$ cat src/rtl/rdq_pkg.sv
// Shared constants and register map for the row dynamic int8 quantizer.
package rdq_pkg;

   localparam int CSR_ADDR_BITS = 3;
   localparam int CSR_DATA_BITS = 32;

   // register index, taken from paddr[2]
   localparam logic CSR_ROW_LENGTH = 1'b0;
   localparam logic CSR_ROW_COUNT  = 1'b1;

   localparam int LEN_BITS   = 7;
   localparam int ROWS_BITS  = 16;
   localparam int QUANT_BITS = 8;
   localparam int PEAK_BITS  = 16;
   localparam int QUOT_BITS  = 7;

   localparam logic [LEN_BITS-1:0]   ROW_LENGTH_RESET = 7'd64;
   localparam logic [ROWS_BITS-1:0]  ROW_COUNT_RESET  = 16'd1;
   localparam logic [QUANT_BITS-1:0] MID_CODE         = 8'd128;

endpackage

$ cat src/rtl/rdq_ram.sv
// Generic single-write, single-read RAM with registered read data.
module rdq_ram #(
   parameter int WIDTH = 16,
   parameter int DEPTH = 64
) (
   input  logic                     clock,
   input  logic                     wr_en,
   input  logic [$clog2(DEPTH)-1:0] wr_addr,
   input  logic [WIDTH-1:0]         wr_data,
   input  logic                     rd_en,
   input  logic [$clog2(DEPTH)-1:0] rd_addr,
   output logic [WIDTH-1:0]         rd_data
);

   logic [WIDTH-1:0] mem [DEPTH];
   logic [WIDTH-1:0] rd_data_ff;

   always_ff @(posedge clock) begin
      if (wr_en) begin
         mem[wr_addr] <= wr_data;
      end
      if (rd_en) begin
         rd_data_ff <= mem[rd_addr];
      end
   end

   assign rd_data = rd_data_ff;

endmodule

$ cat src/rtl/row_dynamic_int8_quantizer_core.sv
// Per-row dynamic symmetric quantizer: row buffer, peak tracking, shared restoring divider.
// Samples load at one item per cycle while collecting; the item that ends a row starts emission.
// Each result passes through RAM read, operand load, 7 divide steps and emit, plus any
//   stall on rsp_tready; req_tready stays low until the last result of the row is emitted.
// The result register lets the next result be computed while the previous one waits.
// Synchronous reset clears control state and sets row_length to 64, row_count to 1.
module row_dynamic_int8_quantizer_core #(
   parameter int ROW_MAX     = 64,
   parameter int SAMPLE_BITS = 16
) (
   input  logic                                   clock,
   input  logic                                   reset,
   input  logic                                   req_tvalid,
   output logic                                   req_tready,
   input  logic [((SAMPLE_BITS+7)/8)*8-1:0]       req_tdata,   // [SAMPLE_BITS-1:0] sample
   output logic                                   rsp_tvalid,
   input  logic                                   rsp_tready,
   output logic [23:0]                            rsp_tdata,   // [7:0] quant_byte, [23:8] row_peak
   output logic                                   rsp_tlast,   // row_last
   output logic                                   rsp_tuser,   // matrix_last
   input  logic                                   csr_psel,
   input  logic                                   csr_penable,
   input  logic                                   csr_pwrite,
   input  logic [rdq_pkg::CSR_ADDR_BITS-1:0]      csr_paddr,
   input  logic [rdq_pkg::CSR_DATA_BITS-1:0]      csr_pwdata,
   output logic [rdq_pkg::CSR_DATA_BITS-1:0]      csr_prdata,
   output logic                                   csr_pready
);

   localparam int IDX_W = $clog2(ROW_MAX);
   localparam int CNT_W = $clog2(ROW_MAX + 1);
   localparam int NUM_W = SAMPLE_BITS + 8;
   localparam int QB    = rdq_pkg::QUOT_BITS;

   typedef enum logic [2:0] {
      S_COLLECT,
      S_READ,
      S_LOAD,
      S_DIV,
      S_EMIT
   } state_type;

   state_type                         state_ff, state_in;
   logic [rdq_pkg::LEN_BITS-1:0]      row_length_ff, row_length_in;
   logic [rdq_pkg::ROWS_BITS-1:0]     row_count_ff, row_count_in;
   logic [rdq_pkg::ROWS_BITS-1:0]     row_idx_ff, row_idx_in;
   logic [IDX_W-1:0]                  idx_ff, idx_in;
   logic [IDX_W-1:0]                  last_k_ff, last_k_in;
   logic [IDX_W-1:0]                  k_ff, k_in;
   logic [SAMPLE_BITS-1:0]            peak_ff, peak_in;
   logic                              last_row_ff, last_row_in;
   logic                              neg_ff, neg_in;
   logic [NUM_W-1:0]                  rem_ff, rem_in;
   logic [NUM_W-1:0]                  dsh_ff, dsh_in;
   logic [QB-1:0]                     quot_ff, quot_in;
   logic [2:0]                        step_ff, step_in;
   logic                              rsp_valid_ff, rsp_valid_in;
   logic [rdq_pkg::QUANT_BITS-1:0]    rsp_q_ff, rsp_q_in;
   logic [rdq_pkg::PEAK_BITS-1:0]     rsp_peak_ff, rsp_peak_in;
   logic                              rsp_last_ff, rsp_last_in;
   logic                              rsp_mlast_ff, rsp_mlast_in;

   logic                              csr_wr;
   logic                              req_acc;
   logic [CNT_W-1:0]                  eff_len;
   logic [SAMPLE_BITS-1:0]            x_in;
   logic [SAMPLE_BITS-1:0]            x_mag;
   logic [SAMPLE_BITS-1:0]            rd_data;
   logic [SAMPLE_BITS-1:0]            rd_mag;
   logic [NUM_W-1:0]                  rd_mag_w;
   logic                              ram_rd;
   logic [rdq_pkg::ROWS_BITS-1:0]     rows_eff;
   logic [QB-1:0]                     r_val;

   rdq_ram #(
      .WIDTH (SAMPLE_BITS),
      .DEPTH (ROW_MAX)
   ) u_row_store (
      .clock   (clock),
      .wr_en   (req_acc),
      .wr_addr (idx_ff),
      .wr_data (x_in),
      .rd_en   (ram_rd),
      .rd_addr (k_ff),
      .rd_data (rd_data)
   );

   assign csr_pready = 1'b1;
   assign csr_wr     = csr_psel & csr_penable & csr_pwrite;
   assign req_tready = (state_ff == S_COLLECT);
   assign req_acc    = req_tvalid & req_tready;
   assign x_in       = req_tdata[SAMPLE_BITS-1:0];
   assign x_mag      = x_in[SAMPLE_BITS-1] ? (~x_in + 1'b1) : x_in;
   assign rd_mag     = rd_data[SAMPLE_BITS-1] ? (~rd_data + 1'b1) : rd_data;
   assign rd_mag_w   = NUM_W'(rd_mag);
   assign ram_rd     = (state_ff == S_READ);
   assign rows_eff   = (row_count_ff == '0) ? rdq_pkg::ROWS_BITS'(1) : row_count_ff;
   assign r_val      = (peak_ff == '0) ? '0 : quot_ff;

   always_comb begin
      if (row_length_ff == '0) begin
         eff_len = CNT_W'(1);
      end else if (32'(row_length_ff) > ROW_MAX) begin
         eff_len = CNT_W'(ROW_MAX);
      end else begin
         eff_len = CNT_W'(row_length_ff);
      end
   end

   always_comb begin
      case (csr_paddr[2])
         rdq_pkg::CSR_ROW_LENGTH: csr_prdata = rdq_pkg::CSR_DATA_BITS'(row_length_ff);
         rdq_pkg::CSR_ROW_COUNT:  csr_prdata = rdq_pkg::CSR_DATA_BITS'(row_count_ff);
         default:                 csr_prdata = '0;
      endcase
   end

   always_comb begin
      state_in      = state_ff;
      row_length_in = row_length_ff;
      row_count_in  = row_count_ff;
      row_idx_in    = row_idx_ff;
      idx_in        = idx_ff;
      last_k_in     = last_k_ff;
      k_in          = k_ff;
      peak_in       = peak_ff;
      last_row_in   = last_row_ff;
      neg_in        = neg_ff;
      rem_in        = rem_ff;
      dsh_in        = dsh_ff;
      quot_in       = quot_ff;
      step_in       = step_ff;
      rsp_valid_in  = rsp_valid_ff & ~rsp_tready;
      rsp_q_in      = rsp_q_ff;
      rsp_peak_in   = rsp_peak_ff;
      rsp_last_in   = rsp_last_ff;
      rsp_mlast_in  = rsp_mlast_ff;

      if (csr_wr) begin
         case (csr_paddr[2])
            rdq_pkg::CSR_ROW_LENGTH: row_length_in = csr_pwdata[rdq_pkg::LEN_BITS-1:0];
            rdq_pkg::CSR_ROW_COUNT:  row_count_in  = csr_pwdata[rdq_pkg::ROWS_BITS-1:0];
            default: ;
         endcase
      end

      case (state_ff)
         S_COLLECT: begin
            if (req_acc) begin
               if (x_mag > peak_ff) begin
                  peak_in = x_mag;
               end
               if ((CNT_W'(idx_ff) + CNT_W'(1)) >= eff_len) begin
                  last_k_in   = idx_ff;
                  k_in        = '0;
                  last_row_in = ((17'(row_idx_ff) + 17'd1) >= 17'(rows_eff));
                  row_idx_in  = last_row_in ? '0 : row_idx_ff + 1'b1;
                  state_in    = S_READ;
               end else begin
                  idx_in = idx_ff + 1'b1;
               end
            end
         end
         S_READ: begin
            state_in = S_LOAD;
         end
         S_LOAD: begin
            // dividend 2*127*|x| + peak, divisor 2*peak aligned to the top quotient bit
            neg_in   = rd_data[SAMPLE_BITS-1];
            rem_in   = (rd_mag_w << 8) - (rd_mag_w << 1) + NUM_W'(peak_ff);
            dsh_in   = NUM_W'(peak_ff) << QB;
            quot_in  = '0;
            step_in  = '0;
            state_in = S_DIV;
         end
         S_DIV: begin
            if (rem_ff >= dsh_ff) begin
               rem_in  = rem_ff - dsh_ff;
               quot_in = {quot_ff[QB-2:0], 1'b1};
            end else begin
               quot_in = {quot_ff[QB-2:0], 1'b0};
            end
            dsh_in  = dsh_ff >> 1;
            step_in = step_ff + 1'b1;
            if (step_ff == 3'(QB - 1)) begin
               state_in = S_EMIT;
            end
         end
         S_EMIT: begin
            if (!rsp_valid_ff || rsp_tready) begin
               rsp_valid_in = 1'b1;
               rsp_q_in     = neg_ff ? rdq_pkg::MID_CODE - {1'b0, r_val}
                                     : rdq_pkg::MID_CODE + {1'b0, r_val};
               rsp_peak_in  = rdq_pkg::PEAK_BITS'(peak_ff);
               rsp_last_in  = (k_ff == last_k_ff);
               rsp_mlast_in = (k_ff == last_k_ff) & last_row_ff;
               if (k_ff == last_k_ff) begin
                  peak_in  = '0;
                  idx_in   = '0;
                  state_in = S_COLLECT;
               end else begin
                  k_in     = k_ff + 1'b1;
                  state_in = S_READ;
               end
            end
         end
         default: begin
            state_in = S_COLLECT;
         end
      endcase
   end

   always_ff @(posedge clock) begin
      if (reset) begin
         state_ff      <= S_COLLECT;
         row_length_ff <= rdq_pkg::ROW_LENGTH_RESET;
         row_count_ff  <= rdq_pkg::ROW_COUNT_RESET;
         row_idx_ff    <= '0;
         idx_ff        <= '0;
         peak_ff       <= '0;
         rsp_valid_ff  <= 1'b0;
      end else begin
         state_ff      <= state_in;
         row_length_ff <= row_length_in;
         row_count_ff  <= row_count_in;
         row_idx_ff    <= row_idx_in;
         idx_ff        <= idx_in;
         peak_ff       <= peak_in;
         rsp_valid_ff  <= rsp_valid_in;
      end
      last_k_ff    <= last_k_in;
      k_ff         <= k_in;
      last_row_ff  <= last_row_in;
      neg_ff       <= neg_in;
      rem_ff       <= rem_in;
      dsh_ff       <= dsh_in;
      quot_ff      <= quot_in;
      step_ff      <= step_in;
      rsp_q_ff     <= rsp_q_in;
      rsp_peak_ff  <= rsp_peak_in;
      rsp_last_ff  <= rsp_last_in;
      rsp_mlast_ff <= rsp_mlast_in;
   end

   assign rsp_tvalid = rsp_valid_ff;
   assign rsp_tdata  = {rsp_peak_ff, rsp_q_ff};
   assign rsp_tlast  = rsp_last_ff;
   assign rsp_tuser  = rsp_mlast_ff;

endmodule

$ cat config.mk
export PLATFORM = sky130hd
export DESIGN_NAME = row_dynamic_int8_quantizer_core
export DESIGN_NICKNAME = d
export VERILOG_FILES = /design/src/rtl/rdq_pkg.sv /design/src/rtl/rdq_ram.sv /design/src/rtl/row_dynamic_int8_quantizer_core.sv
export SDC_FILE = /design/constraint.sdc
export NUM_CORES = 2
export LEC_CHECK = 0
export ABC_AREA = 1
export BUFFER_PORTS_ARGS = -buffer_cell sky130_fd_sc_hd__buf_2
export CORE_MARGIN = 5
export CORE_UTILIZATION = 45
export DETAILED_ROUTE_END_ITERATION = 7
export PLACE_DENSITY = 0.64
export SYNTH_ARGS = -nofsm -noshare
export SYNTH_HDL_FRONTEND = slang
export SYNTH_SLANG_ARGS = --single-unit
$ cat constraint.sdc
create_clock -name clock -period 6.09 [get_ports clock]
set_clock_uncertainty 0.15 [all_clocks]
set_input_delay 0 -clock clock [delete_from_list [all_inputs] [get_ports clock]]
set_output_delay 0 -clock clock [all_outputs]
set_load 0.05 [all_outputs]
==> impl_metrics.env <==
export IMPL_synth_seq_cells=1202
export IMPL_insertion_delay_ns=0.72
export IMPL_die_w_um=350
export IMPL_placed_cells=5971
export IMPL_worstPathRequired_ns=6.54
export IMPL_wl_per_cell_um=22.5
export IMPL_final_nets=4828
export IMPL_cp_num_cells=18
export IMPL_cp_max_fo=32
export IMPL_setup_total_negative_slack_ns=0
export IMPL_drc=0
export IMPL_start_util=0.454
export IMPL_cts_tree="yes"
export IMPL_synth_edf_count=1137
export IMPL_htree_levels=3
export IMPL_netlist_top_cells_count="edfxtp_1 (1137), nor2_1 (736), o21ai_0 (630)"
export IMPL_finalCritPeriodShare=0.689
export IMPL_crit_slowest_cell="nand2_1"
export IMPL_cts_sinks=1202
export IMPL_ios=119
export IMPL_ant_nets=0
export IMPL_syn_avg_cell_area_um2=11.5
export IMPL_vias=36000
export IMPL_yosys_warnings=0
export IMPL_slew_viol_final=0
export IMPL_r2r_end="row_idx_ff[0]"
export IMPL_power_total_uw=25100
export IMPL_cts_resized=0
export IMPL_ff2ff_setup_slack_ns=1.90
export IMPL_core_rowCount=124
export IMPL_drt_wl_total_um=141000
export IMPL_p_clk_frac=0.276
export IMPL_yosysUniqueCellTypes=53
export IMPL_clkTransAtPathRegs_ns=0.06
export IMPL_yosysSeqAreaShare=0.681
export IMPL_post_cts_setup_buffers=0
export IMPL_worstPathArrival_ns=4.64
export IMPL_synth_top_area_frac=0.656
export IMPL_ir_drop_v=0.000340
export IMPL_io_buffers=83
export IMPL_crit_path_max_incr_delay_ns=0.82
export IMPL_synth_most_common_cell="edfxtp_1"
export IMPL_final_area_um2=58700
export IMPL_rsz0062_at_grt="no"
export IMPL_crit_start="idx_ff[0]"
export IMPL_yosys_top_cells_area="edfxtp_1 (66%), o21ai_0 (6.1%), nor2_1 (5.3%)"
export IMPL_dieHeight_um=350
export IMPL_max_slew_worst_pin_slew_ns=1.15
export IMPL_drv_cap=0
export IMPL_hold_viol_final=0
export IMPL_ys_flop_type="edfxtp_1"
export IMPL_cts_buffers=119
export IMPL_fmax_mhz=238
export IMPL_p_comb_frac=0.328
export IMPL_fin_crit_ns=4.19
export IMPL_critical_path_top_delay_family="simple AND/OR/NAND/NOR gates"
export IMPL_cts_root_buf="clkbuf_16"
export IMPL_relSlewSlack=0.235
export IMPL_hold_ws_ns=0.0772
export IMPL_core_area_um2=115000
export IMPL_grt_pass1_vias=33900
export IMPL_grt_max_degree=203
export IMPL_synth_cells=4521
export IMPL_setup_viol=0
export IMPL_p_int_uw=16000
export IMPL_hold_path_class="input port to register"
export IMPL_power_switching_uw=9140
export IMPL_yosysTopAreaCell="edfxtp_1"
export IMPL_cpMostUsedCell="inv_1"
export IMPL_worst_r2r_startpoint="idx_ff[0]"
export IMPL_crit_buf_inv=7
export IMPL_dr_pass1_iters=6
export IMPL_drive_gt1_frac=0.0845
export IMPL_rr_worst_depth=18
export IMPL_grt_pass1_wl_um=210000
export IMPL_worst_setup_path_type="register to register"
export IMPL_fin_cells=6271
export IMPL_path_cells="inv_1 > nor3_1 > clkinv_1 > buf_4 > nor2_1 > inv_1 > o21ai_0 > o21ai_0 > inv_1 > ha_1 > nand2_1 > inv_1 > nand4_1 > o2111ai_1 > nand2_1 > inv_1 > nand4_2 > a21oi_1"
export IMPL_area_delta_synth_final_pct=12.8
export IMPL_track_usage=0.224
export IMPL_routed_via_density=5.74
export IMPL_power_density_nw_per_um2=428
export IMPL_dp_hpwl_um=80300
export IMPL_drt_iter0_drc=4195
export IMPL_cellLeakagePower_uw=0.0203
export IMPL_async_flop_share=0
export IMPL_endpoint="row_idx_ff[0]"
export IMPL_ctsLongestPathBuffers=3
export IMPL_gr_total_overflow=0
export IMPL_swShare=0.364
export IMPL_status="finished clean"
export IMPL_synthesis_area_um2=52000
export IMPL_place_congestion=0.845
export IMPL_fp_dieArea_um2=123000
export IMPL_start_kind="register"
export IMPL_dpl_cell_area_um2=54200
export IMPL_setup_worst_path_end_class="register"
export IMPL_antenna_found_initial=3
export IMPL_seqPwrFrac=0.396
[metal layers]
| metal | vias up | global-route usage | part of all wire |
|---|---|---|---|
| met5 | - | 0 | 0 |
| met4 | 0 | 0.0862 | 0.039 |
| met3 | 269 | 0.0288 | 0.074 |
| met2 | 1397 | 0.362 | 0.47 |
| met1 | 17700 | 0.313 | 0.42 |
| li1 | 16600 | - | - |
[per-stage QoR]
stage / utilization / worst slack (ns)
finish: 0.512 / 1.90
floorplan: - / 2.57
detailed placement: 0.473 / 1.99
global placement: 0.473 / 1.96
global route: 0.512 / 1.45
CTS: 0.512 / 1.94
[final cells by class]
cell class                      instances  area, um2
Tap cell                             1512       1890
Clock buffer                          155       3210
Antenna cell                            2       5.00
Timing Repair Buffer                  280       2200
Inverter                              258        981
Fill cell                            9800      55900
Clock inverter                         59        427
Sequential cell                      1202      35400
Multi-Input combinational cell       2803      14600
[worst reg2reg max path, stage by stage (launching register included)]
cell and delay (ns):
dfxtp_1 0.46, inv_1 0.17, nor3_1 0.23, clkinv_1 0.09, buf_4 0.22, nor2_1 0.11
inv_1 0.06, o21ai_0 0.14, o21ai_0 0.10, inv_1 0.10, ha_1 0.25, nand2_1 0.09
inv_1 0.04, nand4_1 0.08, o2111ai_1 0.25, nand2_1 0.82, inv_1 0.44, nand4_2 0.19
a21oi_1 0.08
[worst min path at each step]
| stage | startpoint | endpoint | cells after the start |
|---|---|---|---|
| after detailed placement | csr_pwdata[6] | row_length_ff[6] | 3 |
| final | req_tvalid | state_ff[2] | 6 |
| after global placement | csr_pwdata[6] | row_length_ff[6] | 3 |
| after floorplan | req_tdata[0] | u_row_store.mem[0][0] | 0 |
| after global routing | req_tdata[14] | u_row_store.mem[62][14] | 2 |
| after CTS | req_tdata[4] | u_row_store.mem[62][4] | 2 |
[state kept, by name, summed over array words and instances, names as in the netlist, 7 cells and up]
register,flops
rsp_peak_ff,16
u_row_store.rd_data,16
row_length_ff,7
rsp_q_ff,8
dsh_ff,23
peak_ff,16
row_idx_ff,16
row_count_ff,16
quot_ff,7
rem_ff,24
u_row_store.mem,1024
[repair_timing]
| item | in CTS | in global routing |
|---|---|---|
| endpoints found under the hold margin | 644 | 0 |
| hold buffers | 84 | 0 |
| endpoints found under the setup margin | 0 | 0 |
[placed cells by master (no fill, tap or decap), types with 4 or more instances in the layout]
cell	n
clkbuf_16	122
nand2_1	474
o21bai_1	13
inv_6	5
buf_2	83
xnor2_1	17
nor3_1	19
clkinv_1	28
dfxtp_1	65
nand3_1	164
a211oi_2	6
o21ai_0	630
o22ai_1	156
a21oi_1	155
clkinv_2	19
ha_1	102
nor2_4	5
bufinv_16	5
clkbuf_1	30
buf_12	8
nor2_1	729
nor2_2	7
clkinvlp_4	4
inv_1	242
dlygate4sd3_1	84
a31oi_1	6
o221ai_1	102
inv_2	11
and2_1	5
nor4_1	7
o211ai_1	28
buf_4	105
nand4_1	84
edfxtp_1	1137
or2_2	6
xor2_1	35
conb_1	17
fa_1	4
[cell families after synthesis]
kind of cell,after synthesis,share of synthesized area
xor+xnor,52,0.00875
flops,1202,0.681
fa+ha+maj,106,0.0261
other cells,2,0.000144
compound gates,1117,0.123
simple gates,1511,0.120
buf+inv,531,0.0410
[power groups by stage]
stage / Sequential, uW / Clock [uW] / Combinational [uW]
2_1_floorplan: 10200 / 0 / 5430
3_3_place_gp: 10100 / 0 / 8000
3_5_place_dp: 10100 / 0 / 8090
4_1_cts: 9930 / 7040 / 8170
5_1_grt: 9970 / 7380 / 9060
6_report: 9930 / 6940 / 8230
(Power assumes the default switching activity.)
